--- src/hw/rtl/sorted_timer_queue_macros.svh ---
// Assertion macros shared by the timer queue RTL.
// Define NO_ASSERTIONS to compile all checks away.
`ifndef SORTED_TIMER_QUEUE_MACROS_SVH
`define SORTED_TIMER_QUEUE_MACROS_SVH

`ifndef NO_ASSERTIONS

// Check that a condition holds at every clock edge.
`define STQ_ASSERT(lbl, clk, rst_n, prop) \
  lbl: assert property (@(posedge clk) disable iff (!rst_n) (prop)) \
    else $error("sorted_timer_queue: invariant violated");

// Check that a condition implies another in the same cycle.
`define STQ_ASSERT_IMPL(lbl, clk, rst_n, ante, cons) \
  lbl: assert property (@(posedge clk) disable iff (!rst_n) (ante) |-> (cons)) \
    else $error("sorted_timer_queue: implication violated");

// Check that a condition implies another in the next cycle.
`define STQ_ASSERT_NEXT(lbl, clk, rst_n, ante, cons) \
  lbl: assert property (@(posedge clk) disable iff (!rst_n) (ante) |=> (cons)) \
    else $error("sorted_timer_queue: sequence violated");

`else

`define STQ_ASSERT(lbl, clk, rst_n, prop)
`define STQ_ASSERT_IMPL(lbl, clk, rst_n, ante, cons)
`define STQ_ASSERT_NEXT(lbl, clk, rst_n, ante, cons)

`endif

`endif

--- src/hw/rtl/stq_pkg.sv ---
`timescale 1ns / 1ps
`default_nettype none

package stq_pkg;

  localparam int unsigned SlotW = 4;
  localparam int unsigned MaxResults = 16;

  typedef logic [2:0]         cmd_t;
  typedef logic [SlotW-1:0]   slot_t;
  typedef logic [31:0]        word_t;
  typedef logic signed [31:0] token_t;
  typedef logic [1:0]         status_t;

  localparam cmd_t CMD_ALLOC = 3'd0;
  localparam cmd_t CMD_FREE  = 3'd1;
  localparam cmd_t CMD_BIND  = 3'd2;
  localparam cmd_t CMD_SET   = 3'd3;
  localparam cmd_t CMD_TICK  = 3'd4;

  localparam status_t STAT_ALLOC   = 2'd0;
  localparam status_t STAT_NONE    = 2'd1;
  localparam status_t STAT_EXPIRED = 2'd2;

  typedef enum logic [1:0] {
    ModeFree  = 2'd0,
    ModeAlloc = 2'd1,
    ModeRun   = 2'd2
  } mode_e;

  localparam word_t NoDeadline = 32'hffff_ffff;

endpackage

`default_nettype wire

--- src/hw/rtl/stq_in_if.sv ---
`timescale 1ns / 1ps
`default_nettype none

interface stq_in_if;
  import stq_pkg::*;

  logic   valid;
  logic   ready;
  cmd_t   cmd;
  slot_t  slot;
  word_t  timeout;
  token_t token;

  modport source (output valid, output cmd, output slot, output timeout, output token,
                  input ready);
  modport sink   (input valid, input cmd, input slot, input timeout, input token,
                  output ready);
endinterface

`default_nettype wire

--- src/hw/rtl/stq_out_if.sv ---
`timescale 1ns / 1ps
`default_nettype none

interface stq_out_if;
  import stq_pkg::*;

  logic    valid;
  logic    ready;
  status_t status;
  slot_t   slot_out;
  token_t  token_out;
  logic    last;

  modport source (output valid, output status, output slot_out, output token_out,
                  output last, input ready);
  modport sink   (input valid, input status, input slot_out, input token_out,
                  input last, output ready);
endinterface

`default_nettype wire

--- src/hw/rtl/sorted_timer_queue.sv ---
`timescale 1ns / 1ps
`default_nettype none

// Sorted timer queue: a pool of SLOT_COUNT timer slots kept in a linked list
// ordered by absolute deadline. One request is taken at a time; req_i.ready is
// high only while the sequencer idles. Allocate returns one response (lowest
// free slot, or a "no free slot" status). Free and bind return nothing. Set
// first unlinks a running slot, then inserts it with deadline tick+timeout,
// walking the list one node per cycle. Tick walks the expired timers from the
// head and holds while rsp_o is stalled; at most 16 timers expire per tick,
// the rest stay at the head for the next tick. The walk speed is set by the
// node memories (deadline, link, token), each with a single registered read
// port, and one shared 32-bit compare used by the insert and expiry steps.
// Expired timers come out in deadline order with last set on the final one; a
// tick with no expiry gives no response. Counter wrap is not handled:
// deadlines compare as plain unsigned values. Equal deadlines go ahead of
// entries already in the list.

`include "sorted_timer_queue_macros.svh"

module sorted_timer_queue #(
  parameter int unsigned SLOT_COUNT = 16
) (
  input  logic       clk_i,
  input  logic       rst_ni,
  stq_in_if.sink     req_i,
  stq_out_if.source  rsp_o
);
  import stq_pkg::*;

  localparam int unsigned IW = $clog2(SLOT_COUNT);
  localparam int unsigned CW = $clog2(SLOT_COUNT + 1);
  localparam int unsigned KW = (CW > 5) ? CW : 5;

  // Sequencer states.
  localparam logic [3:0] S_IDLE     = 4'd0;
  localparam logic [3:0] S_DISP     = 4'd1;
  localparam logic [3:0] S_TO_HEAD  = 4'd2;
  localparam logic [3:0] S_TO_WALK  = 4'd3;
  localparam logic [3:0] S_TO_FIX   = 4'd4;
  localparam logic [3:0] S_IN_START = 4'd5;
  localparam logic [3:0] S_IN_HEAD  = 4'd6;
  localparam logic [3:0] S_IN_WALK  = 4'd7;
  localparam logic [3:0] S_IN_LINK  = 4'd8;
  localparam logic [3:0] S_ALLOC    = 4'd9;
  localparam logic [3:0] S_TK_START = 4'd10;
  localparam logic [3:0] S_TK_CHECK = 4'd11;

  logic [3:0] state_q, state_d;

  // Latched request.
  cmd_t   cmd_q;
  slot_t  slot_q;
  word_t  tmo_q;
  token_t tok_q;

  // List bookkeeping.
  logic [IW-1:0] head_q, head_d;
  logic [CW-1:0] count_q, count_d;
  word_t         tick_q, tick_d;
  word_t         earliest_q, earliest_d;
  word_t         dl_q, dl_d;
  logic [IW-1:0] p_q, p_d;
  logic [IW-1:0] n_q, n_d;
  logic [KW-1:0] walk_q, walk_d;
  mode_e         mode_q [SLOT_COUNT];
  mode_e         mode_d [SLOT_COUNT];

  // Pending expiry held until the next one tells whether it is the last.
  logic          pend_v_q, pend_v_d;
  logic [IW-1:0] pend_slot_q, pend_slot_d;
  token_t        pend_tok_q, pend_tok_d;

  // Output register.
  logic    out_v_q, out_v_d;
  status_t out_status_q, out_status_d;
  slot_t   out_slot_q, out_slot_d;
  token_t  out_tok_q, out_tok_d;
  logic    out_last_q, out_last_d;

  // Node memory ports.
  logic          rd_en;
  logic [IW-1:0] rd_addr;
  word_t         rd_dl;
  logic [IW-1:0] rd_link;
  token_t        rd_tok;
  logic          dl_we;
  logic          link_we;
  logic [IW-1:0] link_waddr;
  logic [IW-1:0] link_wdata;
  logic          tok_we;

  logic          req_accept;
  logic [IW-1:0] s_idx;
  logic          slot_ok;
  logic          can_push;
  logic [CW-1:0] remain;

  logic [SLOT_COUNT-1:0] free_vec;
  logic                  alloc_found;
  logic [IW-1:0]         alloc_idx;

  // Shared compare unit: a <= b, operands chosen by state.
  word_t cmp_a, cmp_b;
  logic  cmp_le;

  logic    push;
  status_t push_status;
  slot_t   push_slot;
  token_t  push_tok;
  logic    push_last;

  assign req_accept = req_i.valid && req_i.ready;
  assign req_i.ready = (state_q == S_IDLE);

  assign s_idx    = IW'(slot_q);
  assign slot_ok  = (7'(slot_q) < 7'(SLOT_COUNT));
  assign can_push = !out_v_q || rsp_o.ready;
  assign remain   = count_q - CW'(walk_q);

  assign rsp_o.valid     = out_v_q;
  assign rsp_o.status    = out_status_q;
  assign rsp_o.slot_out  = out_slot_q;
  assign rsp_o.token_out = out_tok_q;
  assign rsp_o.last      = out_last_q;

  always_comb begin
    for (int i = 0; i < SLOT_COUNT; i++) begin
      free_vec[i] = (mode_q[i] == ModeFree);
    end
  end

  stq_alloc #(
    .SlotCount (SLOT_COUNT)
  ) u_alloc (
    .free_i  (free_vec),
    .found_o (alloc_found),
    .idx_o   (alloc_idx)
  );

  always_comb begin
    case (state_q)
      S_TK_START: begin
        cmp_a = earliest_q;
        cmp_b = tick_q;
      end
      S_TK_CHECK: begin
        cmp_a = rd_dl;
        cmp_b = tick_q;
      end
      default: begin
        cmp_a = dl_q;
        cmp_b = rd_dl;
      end
    endcase
  end

  assign cmp_le = (cmp_a <= cmp_b);

  stq_ram #(
    .Width (32),
    .Depth (SLOT_COUNT)
  ) u_deadline_ram (
    .clk_i   (clk_i),
    .we_i    (dl_we),
    .waddr_i (s_idx),
    .wdata_i (dl_q),
    .re_i    (rd_en),
    .raddr_i (rd_addr),
    .rdata_o (rd_dl)
  );

  stq_ram #(
    .Width (IW),
    .Depth (SLOT_COUNT)
  ) u_link_ram (
    .clk_i   (clk_i),
    .we_i    (link_we),
    .waddr_i (link_waddr),
    .wdata_i (link_wdata),
    .re_i    (rd_en),
    .raddr_i (rd_addr),
    .rdata_o (rd_link)
  );

  stq_ram #(
    .Width (32),
    .Depth (SLOT_COUNT)
  ) u_token_ram (
    .clk_i   (clk_i),
    .we_i    (tok_we),
    .waddr_i (s_idx),
    .wdata_i (tok_q),
    .re_i    (rd_en),
    .raddr_i (rd_addr),
    .rdata_o (rd_tok)
  );

  always_comb begin
    state_d     = state_q;
    head_d      = head_q;
    count_d     = count_q;
    tick_d      = tick_q;
    earliest_d  = earliest_q;
    dl_d        = dl_q;
    p_d         = p_q;
    n_d         = n_q;
    walk_d      = walk_q;
    mode_d      = mode_q;
    pend_v_d    = pend_v_q;
    pend_slot_d = pend_slot_q;
    pend_tok_d  = pend_tok_q;

    rd_en      = 1'b0;
    rd_addr    = head_q;
    dl_we      = 1'b0;
    link_we    = 1'b0;
    link_waddr = p_q;
    link_wdata = s_idx;
    tok_we     = 1'b0;

    push        = 1'b0;
    push_status = STAT_EXPIRED;
    push_slot   = SlotW'(pend_slot_q);
    push_tok    = pend_tok_q;
    push_last   = 1'b0;

    case (state_q)
      S_IDLE: begin
        if (req_accept) begin
          state_d = S_DISP;
        end
      end

      S_DISP: begin
        state_d = S_IDLE;
        case (cmd_q)
          CMD_ALLOC: begin
            state_d = S_ALLOC;
          end
          CMD_FREE: begin
            // A running slot stays running.
            if (slot_ok && (mode_q[s_idx] != ModeRun)) begin
              mode_d[s_idx] = ModeFree;
            end
          end
          CMD_BIND: begin
            tok_we = slot_ok;
          end
          CMD_SET: begin
            if (slot_ok) begin
              dl_d = tick_q + tmo_q;
              if (mode_q[s_idx] == ModeRun) begin
                // Unlink first, then insert with the new deadline.
                if (head_q == s_idx) begin
                  rd_en   = 1'b1;
                  rd_addr = s_idx;
                  state_d = S_TO_HEAD;
                end else if (count_q > CW'(1)) begin
                  rd_en   = 1'b1;
                  rd_addr = head_q;
                  p_d     = head_q;
                  walk_d  = KW'(1);
                  state_d = S_TO_WALK;
                end else begin
                  state_d = S_IN_START;
                end
              end else begin
                state_d = S_IN_START;
              end
            end
          end
          CMD_TICK: begin
            tick_d  = tick_q + 32'd1;
            state_d = S_TK_START;
          end
          default: begin
            state_d = S_IDLE;
          end
        endcase
      end

      S_TO_HEAD: begin
        // Drop the head: its successor becomes the head.
        head_d  = rd_link;
        count_d = count_q - CW'(1);
        state_d = S_IN_START;
      end

      S_TO_WALK: begin
        if (rd_link == s_idx) begin
          rd_en   = 1'b1;
          rd_addr = s_idx;
          state_d = S_TO_FIX;
        end else begin
          p_d    = rd_link;
          walk_d = walk_q + KW'(1);
          if ((walk_q + KW'(1)) < KW'(count_q)) begin
            rd_en   = 1'b1;
            rd_addr = rd_link;
          end else begin
            state_d = S_IN_START;
          end
        end
      end

      S_TO_FIX: begin
        // Bridge the predecessor over the removed slot.
        link_we    = 1'b1;
        link_waddr = p_q;
        link_wdata = rd_link;
        count_d    = count_q - CW'(1);
        state_d    = S_IN_START;
      end

      S_IN_START: begin
        dl_we         = 1'b1;
        mode_d[s_idx] = ModeRun;
        if (count_q == '0) begin
          head_d     = s_idx;
          count_d    = CW'(1);
          earliest_d = dl_q;
          state_d    = S_IDLE;
        end else begin
          rd_en   = 1'b1;
          rd_addr = head_q;
          state_d = S_IN_HEAD;
        end
      end

      S_IN_HEAD: begin
        earliest_d = cmp_le ? dl_q : rd_dl;
        if (cmp_le) begin
          link_we    = 1'b1;
          link_waddr = s_idx;
          link_wdata = head_q;
          head_d     = s_idx;
          count_d    = count_q + CW'(1);
          state_d    = S_IDLE;
        end else if (count_q > CW'(1)) begin
          p_d     = head_q;
          n_d     = rd_link;
          walk_d  = KW'(1);
          rd_en   = 1'b1;
          rd_addr = rd_link;
          state_d = S_IN_WALK;
        end else begin
          link_we    = 1'b1;
          link_waddr = head_q;
          link_wdata = s_idx;
          count_d    = count_q + CW'(1);
          state_d    = S_IDLE;
        end
      end

      S_IN_WALK: begin
        if (cmp_le) begin
          // Insert between p and n: p -> s here, s -> n next cycle.
          link_we    = 1'b1;
          link_waddr = p_q;
          link_wdata = s_idx;
          state_d    = S_IN_LINK;
        end else if ((walk_q + KW'(1)) < KW'(count_q)) begin
          p_d     = n_q;
          n_d     = rd_link;
          walk_d  = walk_q + KW'(1);
          rd_en   = 1'b1;
          rd_addr = rd_link;
        end else begin
          // Append at the tail.
          link_we    = 1'b1;
          link_waddr = n_q;
          link_wdata = s_idx;
          count_d    = count_q + CW'(1);
          state_d    = S_IDLE;
        end
      end

      S_IN_LINK: begin
        link_we    = 1'b1;
        link_waddr = s_idx;
        link_wdata = n_q;
        count_d    = count_q + CW'(1);
        state_d    = S_IDLE;
      end

      S_ALLOC: begin
        if (can_push) begin
          push        = 1'b1;
          push_status = alloc_found ? STAT_ALLOC : STAT_NONE;
          push_slot   = alloc_found ? SlotW'(alloc_idx) : '0;
          push_tok    = '0;
          push_last   = 1'b1;
          if (alloc_found) begin
            mode_d[alloc_idx] = ModeAlloc;
          end
          state_d = S_IDLE;
        end
      end

      S_TK_START: begin
        if (cmp_le) begin
          rd_en   = 1'b1;
          rd_addr = head_q;
          p_d     = head_q;
          walk_d  = '0;
          state_d = S_TK_CHECK;
        end else begin
          state_d = S_IDLE;
        end
      end

      S_TK_CHECK: begin
        // Hold the node read while the previous expiry waits for the output.
        if (!(pend_v_q && !can_push)) begin
          if (pend_v_q) begin
            push      = 1'b1;
            push_last = !((walk_q < KW'(count_q)) && (walk_q < KW'(MaxResults)) && cmp_le);
            pend_v_d  = 1'b0;
          end
          if ((walk_q < KW'(count_q)) && (walk_q < KW'(MaxResults)) && cmp_le) begin
            pend_v_d      = 1'b1;
            pend_slot_d   = p_q;
            pend_tok_d    = rd_tok;
            mode_d[p_q]   = ModeAlloc;
            walk_d        = walk_q + KW'(1);
            p_d           = rd_link;
            rd_en         = 1'b1;
            rd_addr       = rd_link;
          end else begin
            count_d    = remain;
            head_d     = (remain != '0) ? p_q : '0;
            earliest_d = (remain != '0) ? rd_dl : NoDeadline;
            state_d    = S_IDLE;
          end
        end
      end

      default: begin
        state_d = S_IDLE;
      end
    endcase

    out_v_d      = out_v_q && !rsp_o.ready;
    out_status_d = out_status_q;
    out_slot_d   = out_slot_q;
    out_tok_d    = out_tok_q;
    out_last_d   = out_last_q;
    if (push) begin
      out_v_d      = 1'b1;
      out_status_d = push_status;
      out_slot_d   = push_slot;
      out_tok_d    = push_tok;
      out_last_d   = push_last;
    end
  end

  always_ff @(posedge clk_i or negedge rst_ni) begin
    if (!rst_ni) begin
      state_q    <= S_IDLE;
      head_q     <= '0;
      count_q    <= '0;
      tick_q     <= '0;
      earliest_q <= NoDeadline;
      p_q        <= '0;
      n_q        <= '0;
      walk_q     <= '0;
      pend_v_q   <= 1'b0;
      out_v_q    <= 1'b0;
      for (int i = 0; i < SLOT_COUNT; i++) begin
        mode_q[i] <= ModeFree;
      end
    end else begin
      state_q    <= state_d;
      head_q     <= head_d;
      count_q    <= count_d;
      tick_q     <= tick_d;
      earliest_q <= earliest_d;
      p_q        <= p_d;
      n_q        <= n_d;
      walk_q     <= walk_d;
      pend_v_q   <= pend_v_d;
      out_v_q    <= out_v_d;
      mode_q     <= mode_d;
    end
  end

  // Payload registers: no reset needed.
  always_ff @(posedge clk_i) begin
    if (req_accept) begin
      cmd_q  <= req_i.cmd;
      slot_q <= req_i.slot;
      tmo_q  <= req_i.timeout;
      tok_q  <= req_i.token;
    end
    dl_q         <= dl_d;
    pend_slot_q  <= pend_slot_d;
    pend_tok_q   <= pend_tok_d;
    out_status_q <= out_status_d;
    out_slot_q   <= out_slot_d;
    out_tok_q    <= out_tok_d;
    out_last_q   <= out_last_d;
  end

  // The list never holds more timers than there are slots.
  `STQ_ASSERT(a_count_bound, clk_i, rst_ni, count_q <= CW'(SLOT_COUNT))
  // An idle, empty list always reports no deadline.
  `STQ_ASSERT_IMPL(a_empty_deadline, clk_i, rst_ni, (state_q == S_IDLE) && (count_q == '0), earliest_q == NoDeadline)
  // A held expiry exists only during the expiry walk.
  `STQ_ASSERT_IMPL(a_pend_walk, clk_i, rst_ni, pend_v_q, state_q == S_TK_CHECK)
  // Allocate responses are single and always final.
  `STQ_ASSERT_IMPL(a_alloc_last, clk_i, rst_ni, out_v_q && (out_status_q != STAT_EXPIRED), out_last_q)
  // An accepted request is decoded in the next cycle.
  `STQ_ASSERT_NEXT(a_req_disp, clk_i, rst_ni, req_i.valid && req_i.ready, state_q == S_DISP)

endmodule

`default_nettype wire

--- src/hw/rtl/stq_ram.sv ---
`timescale 1ns / 1ps
`default_nettype none

module stq_ram #(
  parameter int unsigned Width = 32,
  parameter int unsigned Depth = 16
) (
  input  logic                     clk_i,
  input  logic                     we_i,
  input  logic [$clog2(Depth)-1:0] waddr_i,
  input  logic [Width-1:0]         wdata_i,
  input  logic                     re_i,
  input  logic [$clog2(Depth)-1:0] raddr_i,
  output logic [Width-1:0]         rdata_o
);

  logic [Width-1:0] mem_q [Depth];

  always_ff @(posedge clk_i) begin
    if (we_i) begin
      mem_q[waddr_i] <= wdata_i;
    end
  end

  // Hold read data when no read is issued.
  always_ff @(posedge clk_i) begin
    if (re_i) begin
      rdata_o <= mem_q[raddr_i];
    end
  end

endmodule

`default_nettype wire

--- src/hw/rtl/stq_alloc.sv ---
`timescale 1ns / 1ps
`default_nettype none

module stq_alloc #(
  parameter int unsigned SlotCount = 16,
  parameter int unsigned IdxW      = $clog2(SlotCount)
) (
  input  logic [SlotCount-1:0] free_i,
  output logic                 found_o,
  output logic [IdxW-1:0]      idx_o
);

  // Pick the lowest-numbered free slot.
  always_comb begin
    found_o = 1'b0;
    idx_o   = '0;
    for (int i = SlotCount - 1; i >= 0; i--) begin
      if (free_i[i]) begin
        found_o = 1'b1;
        idx_o   = IdxW'(i);
      end
    end
  end

endmodule

`default_nettype wire
--- src/flat_wrapper.sv ---
// flat-port wrapper written by rule: the top's interface ports become plain ports
module sorted_timer_queue_flat import stq_pkg::*;
#(
  parameter int unsigned SLOT_COUNT = 16
)
  (clk_i, rst_ni, req_i_valid, req_i_cmd, req_i_slot, req_i_timeout, req_i_token, req_i_ready, rsp_o_valid, rsp_o_status, rsp_o_slot_out, rsp_o_token_out, rsp_o_last, rsp_o_ready);
  stq_in_if req_i_i ();
  stq_out_if rsp_o_i ();
  input  logic clk_i;
  input  logic rst_ni;
  input wire logic [$bits(req_i_i.valid)-1:0] req_i_valid;
  input wire logic [$bits(req_i_i.cmd)-1:0] req_i_cmd;
  input wire logic [$bits(req_i_i.slot)-1:0] req_i_slot;
  input wire logic [$bits(req_i_i.timeout)-1:0] req_i_timeout;
  input wire logic [$bits(req_i_i.token)-1:0] req_i_token;
  output wire logic [$bits(req_i_i.ready)-1:0] req_i_ready;
  output wire logic [$bits(rsp_o_i.valid)-1:0] rsp_o_valid;
  output wire logic [$bits(rsp_o_i.status)-1:0] rsp_o_status;
  output wire logic [$bits(rsp_o_i.slot_out)-1:0] rsp_o_slot_out;
  output wire logic [$bits(rsp_o_i.token_out)-1:0] rsp_o_token_out;
  output wire logic [$bits(rsp_o_i.last)-1:0] rsp_o_last;
  input wire logic [$bits(rsp_o_i.ready)-1:0] rsp_o_ready;
  assign req_i_i.valid = req_i_valid;
  assign req_i_i.cmd = req_i_cmd;
  assign req_i_i.slot = req_i_slot;
  assign req_i_i.timeout = req_i_timeout;
  assign req_i_i.token = req_i_token;
  assign req_i_ready = req_i_i.ready;
  assign rsp_o_valid = rsp_o_i.valid;
  assign rsp_o_status = rsp_o_i.status;
  assign rsp_o_slot_out = rsp_o_i.slot_out;
  assign rsp_o_token_out = rsp_o_i.token_out;
  assign rsp_o_last = rsp_o_i.last;
  assign rsp_o_i.ready = rsp_o_ready;
  sorted_timer_queue #(.SLOT_COUNT(SLOT_COUNT)) u_core (.clk_i(clk_i), .rst_ni(rst_ni), .req_i(req_i_i), .rsp_o(rsp_o_i));
endmodule
--- config.mk ---
export PLATFORM = sky130hd
export DESIGN_NAME = sorted_timer_queue_flat
export DESIGN_NICKNAME = d
export VERILOG_FILES = /design/src/hw/rtl/stq_pkg.sv /design/src/hw/rtl/stq_in_if.sv /design/src/hw/rtl/stq_out_if.sv /design/src/hw/rtl/sorted_timer_queue.sv /design/src/hw/rtl/stq_ram.sv /design/src/hw/rtl/stq_alloc.sv /design/src/flat_wrapper.sv
export VERILOG_INCLUDE_DIRS = /design/src /design/src/hw/rtl
export SDC_FILE = /design/constraint.sdc
export NUM_CORES = 2
export LEC_CHECK = 0
export BUFFER_PORTS_ARGS = -buffer_cell sky130_fd_sc_hd__clkbuf_2
export CAP_MARGIN = 20
export CORE_ASPECT_RATIO = 0.9
export CORE_UTILIZATION = 65
export CTS_CLUSTER_SIZE = 16
export DETAILED_ROUTE_END_ITERATION = 16
export PLACE_DENSITY = 0.82
export SLEW_MARGIN = 10
export SYNTH_ARGS = -nofsm -noshare
export SYNTH_HDL_FRONTEND = slang
export SYNTH_SLANG_ARGS = --single-unit
export TNS_END_PERCENT = 30
--- constraint.sdc ---
create_clock -name clk_i -period 16.3 [get_ports clk_i]
set_clock_uncertainty 0.05 [all_clocks]
set_input_delay 4.075 -clock clk_i [delete_from_list [all_inputs] [get_ports clk_i]]
set_output_delay 4.075 -clock clk_i [all_outputs]
set_load 0.03 [all_outputs]
==> impl_metrics.py <==
metrics = {
    "final_layout": {
        "top_regs": "u_core.u_deadline_ram.mem_q (512), u_core.u_token_ram.mem_q (512), u_core.u_link_ram.mem_q (64)",
        "layout.cells.most_common_list": "edfxtp_1, mux2i_1, o22ai_1",
        "design_area_um2": 66800,
        "n_fill_cell": 5513,
        "post_route_cells_drive_above_1_share_pct": 11.8,
        "nets": 4193,
        "syn_to_final_growth_pct": 11.0,
        "commonest_non_fill_non_tap_cell_in_the_layout": "edfxtp_1",
        "n_antenna_cell": 0,
    },
    "setup_path": {
        "arrival_ns": 10.32,
        "worst_setup_path_start_kind": "flop",
        "critical_path_required_ns": 16.72,
        "worstReg2RegStart": "u_core.state_q[3]$_DFFE_PN0P_",
        "critical_path.cell_chain": "nor2b_1 > nand3_2 > buf_4 > o22ai_1 > nor2_1 > ha_1 > nand4_1 > nor4_2 > and2_1 > a41o_1 > a21o_1 > buf_4 > and4_4 > or2_1 > a221o_4 > buf_12 > buf_12 > mux2i_1 > o22ai_1 > or4_1",
        "worst_path_max_delay_cell": "nor2b_1",
        "timing.reg2reg.setup_slack_ns": 6.40,
        "cp_slowest_stage_delay_ns": 0.91,
        "path_buf_inv": 4,
        "r2r-end": "u_core.u_deadline_ram.rdata_o[17]$_DFFE_PP_",
        "path_max_fanout": 153,
        "critPathTopFamily": "simple AND/OR/NAND/NOR gates",
        "worst-setup-path-type": "flop to flop",
        "worst-r2r-cell-count": 20,
        "endpoint_kind": "flop",
    },
    "synthesis": {
        "synth_edf_count": 1334,
        "synth_top_area_cell": "edfxtp_1",
        "postSynthNetCount": 4079,
        "synth_sequential_area_ratio_pct": 71.8,
        "async_flop_share_pct": 8.50,
        "postSynth.topFlopCell": "edfxtp_1",
        "synth_warnings": 0,
        "cell_area_after_synthesis_um2": 60200,
        "gate_count_post_synth": 3923,
        "netlist.area_leader.share_pct": 66.5,
        "netlist_top_cells_area": "edfxtp_1, mux2i_1, dfrtp_1, o22ai_1, nor2_1",
        "syn-mean-instance-area_um2": 15.3,
        "synthDistinctLibCells": 74,
        "postSynthRegisterBits": 1458,
    },
    "job": {
        "maxCapViolCount": 0,
    },
    "grt": {
        "gr-usage-met3_pct": 5.96,
        "global_route_wire_length_before_repair_um": 226000,
        "grt.overflow.total": 0,
        "grt_use_met1_pct": 47.2,
        "grt_pass1_vias": 35800,
        "grt_most_used_layer": "met2",
        "grt.met2_usage_pct": 50.8,
        "antenna_found_initial": 4,
        "grt_usage_pct": 32.9,
        "grt_start_max_net_pins": 154,
    },
    "clock_tree": {
        "clk_latency_ns": 0.75,
        "post_cts_resized": 0,
        "clock_tree_from_tritoncts": "yes",
        "clockBufferDepth": 3,
        "cts_made_buffers": 139,
        "cts.reportedPaths.clkPinSlew_ns": 0.07,
        "postCtsSetupRepairBufs": 0,
        "h-tree-depth": 4,
        "clockRootBuffer": "clkbuf_16",
        "cts.sink_count": 1458,
        "cts_hold_buffers": 0,
    },
    "detailed_routing": {
        "initialDrtViolationCount": 5088,
        "route.vias.total": 36900,
        "routed_wl_um": 155000,
        "routed_via_density": 6.86,
        "remaining_design_rule_violation_count": 0,
        "detail_route.first_pass.iterations": 9,
        "wire_per_inst_um": 28.8,
        "final_antenna_net_count": 0,
    },
    "place": {
        "place.detailed.hpwl_um": 81400,
        "place_area_um2": 62300,
        "port_buffer_count": 115,
        "place.gp.congestion": 0.959,
    },
    "sta": {
        "clock.fmax_mhz": 101,
        "setup_violations": 0,
        "timing_worst_slew_pin_value_ns": 1.24,
        "maxSlewHeadroom_pct": 17.3,
        "rsz0062_at_grt": "false",
        "post-route-period-util_pct": 60.7,
        "setup_total_negative_slack_ns": 0,
        "post-route-min-period_ns": 9.90,
        "drv_slew": 0,
        "final_hold_viol_count": 0,
    },
    "min_path": {
        "hold_end": "u_core.pend_tok_q[9]$_DFFE_PP_",
        "holdCritPathClass": "flop to flop",
        "hold_path_startpoint": "u_core.u_token_ram.rdata_o[9]$_DFFE_PP_",
        "hold-path-cell-count": 0,
    },
    "run_status": {
        "status": "finished clean",
    },
    "floorplan": {
        "num_io_pins": 116,
        "fp.dieH_um": 291,
        "coreArea_um2": 91400,
        "dieArea_um2": 93800,
        "die_outline_width_um": 323,
        "fp-row-count": 105,
        "initial_utilization_pct": 65.8,
    },
    "pwr": {
        "power_density_nw_per_um2": 180,
        "p_leak_nw": 24.2,
        "worst_ir_drop_vdd_uv": 250,
    },
}
-- logic make-up after synthesis --
| family | Yosys count | share of synthesized area [%] |
|---|---|---|
| flops | 1458 | 71.8 |
| mux | 590 | 9.87 |
| buf+inv | 248 | 1.81 |
| xor+xnor | 77 | 1.12 |
| compound gates | 762 | 8.03 |
| fa+ha+maj | 81 | 1.71 |
| simple gates | 707 | 5.69 |
-- layer usage --
metal	vias to the layer above	routed length, um
met5	-	20
met4	4	4950
met3	378	16700
met2	2491	72500
met1	18300	60800
li1	15700	-
-- where the power goes --
| part | leakage (nW) | switching, mW | total (mW) | internal, mW |
|---|---|---|---|---|
| logic | 8.44 | 2.33 | 3.75 | 1.41 |
| clock network | 2.21 | 1.40 | 3.25 | 1.85 |
| registers | 13.6 | 0.362 | 5.02 | 4.66 |
| total | 24.2 | 4.10 | 12.0 | 7.92 |
-- worst max-delay path by stage --
stage               depth (start not counted)                                           to                     startpoint
floorplan                                   5   u_core.u_deadline_ram.rdata_o[0]$_DFFE_PP_                    rsp_o_ready
global placement                           20     u_core.u_token_ram.rdata_o[26]$_DFFE_PP_  u_core.state_q[3]$_DFFE_PN0P_
finish                                     20  u_core.u_deadline_ram.rdata_o[17]$_DFFE_PP_  u_core.state_q[3]$_DFFE_PN0P_
CTS                                        20     u_core.u_token_ram.rdata_o[29]$_DFFE_PP_  u_core.state_q[3]$_DFFE_PN0P_
global route                               20  u_core.u_deadline_ram.rdata_o[17]$_DFFE_PP_  u_core.state_q[3]$_DFFE_PN0P_
detailed placement                         20     u_core.u_token_ram.rdata_o[29]$_DFFE_PP_  u_core.state_q[3]$_DFFE_PN0P_
-- metrics by stage --
step	instances	total power, mW	hold slack, ns	worst slack (ns)	util [%]
2_1_floorplan	3923	7.62	0.350	8.73	-
3_3_place_gp	5123	8.60	0.352	6.66	68.1
3_5_place_dp	5123	8.69	0.355	6.56	68.1
4_1_cts	5371	11.9	0.365	6.58	73.1
5_1_grt	5374	12.4	0.377	6.09	73.1
6_report	5374	12.0	0.368	6.40	73.1
-- final cells by class --
cell class / instances / area [um2] / share of cell area, %
tap: 1230 / 1540 / 2.30
inverter: 34 / 128 / 0.191
timing repair buffer: 187 / 1180 / 1.77
clock buffer: 168 / 3620 / 5.41
multi-input combinational: 2217 / 16300 / 24.3
sequential: 1458 / 43200 / 64.6
clock inverter: 80 / 910 / 1.36
-- synthesized netlist by cell type, types with 11 or more instances --
master    count
edfxtp_1   1334
xor2_1       30
or4_1        68
inv_1        34
o22ai_1     321
and3_1       18
o21ai_0     109
mux2i_1     580
o21a_1       13
nand3_1      51
xnor2_1      47
a221oi_1     42
nand2b_1     11
a21oi_1     144
nand2_1     137
nor2b_1      19
o22a_1       11
and2_1       40
nand4_1      22
dfrtp_1      92
dfstp_2      32
buf_1        13
clkbuf_1    119
a31oi_1      15
nor2_1      267
nor3_1       32
buf_2        69
a21o_1       21
ha_1         79
Power figures use the tool's default switching activity.
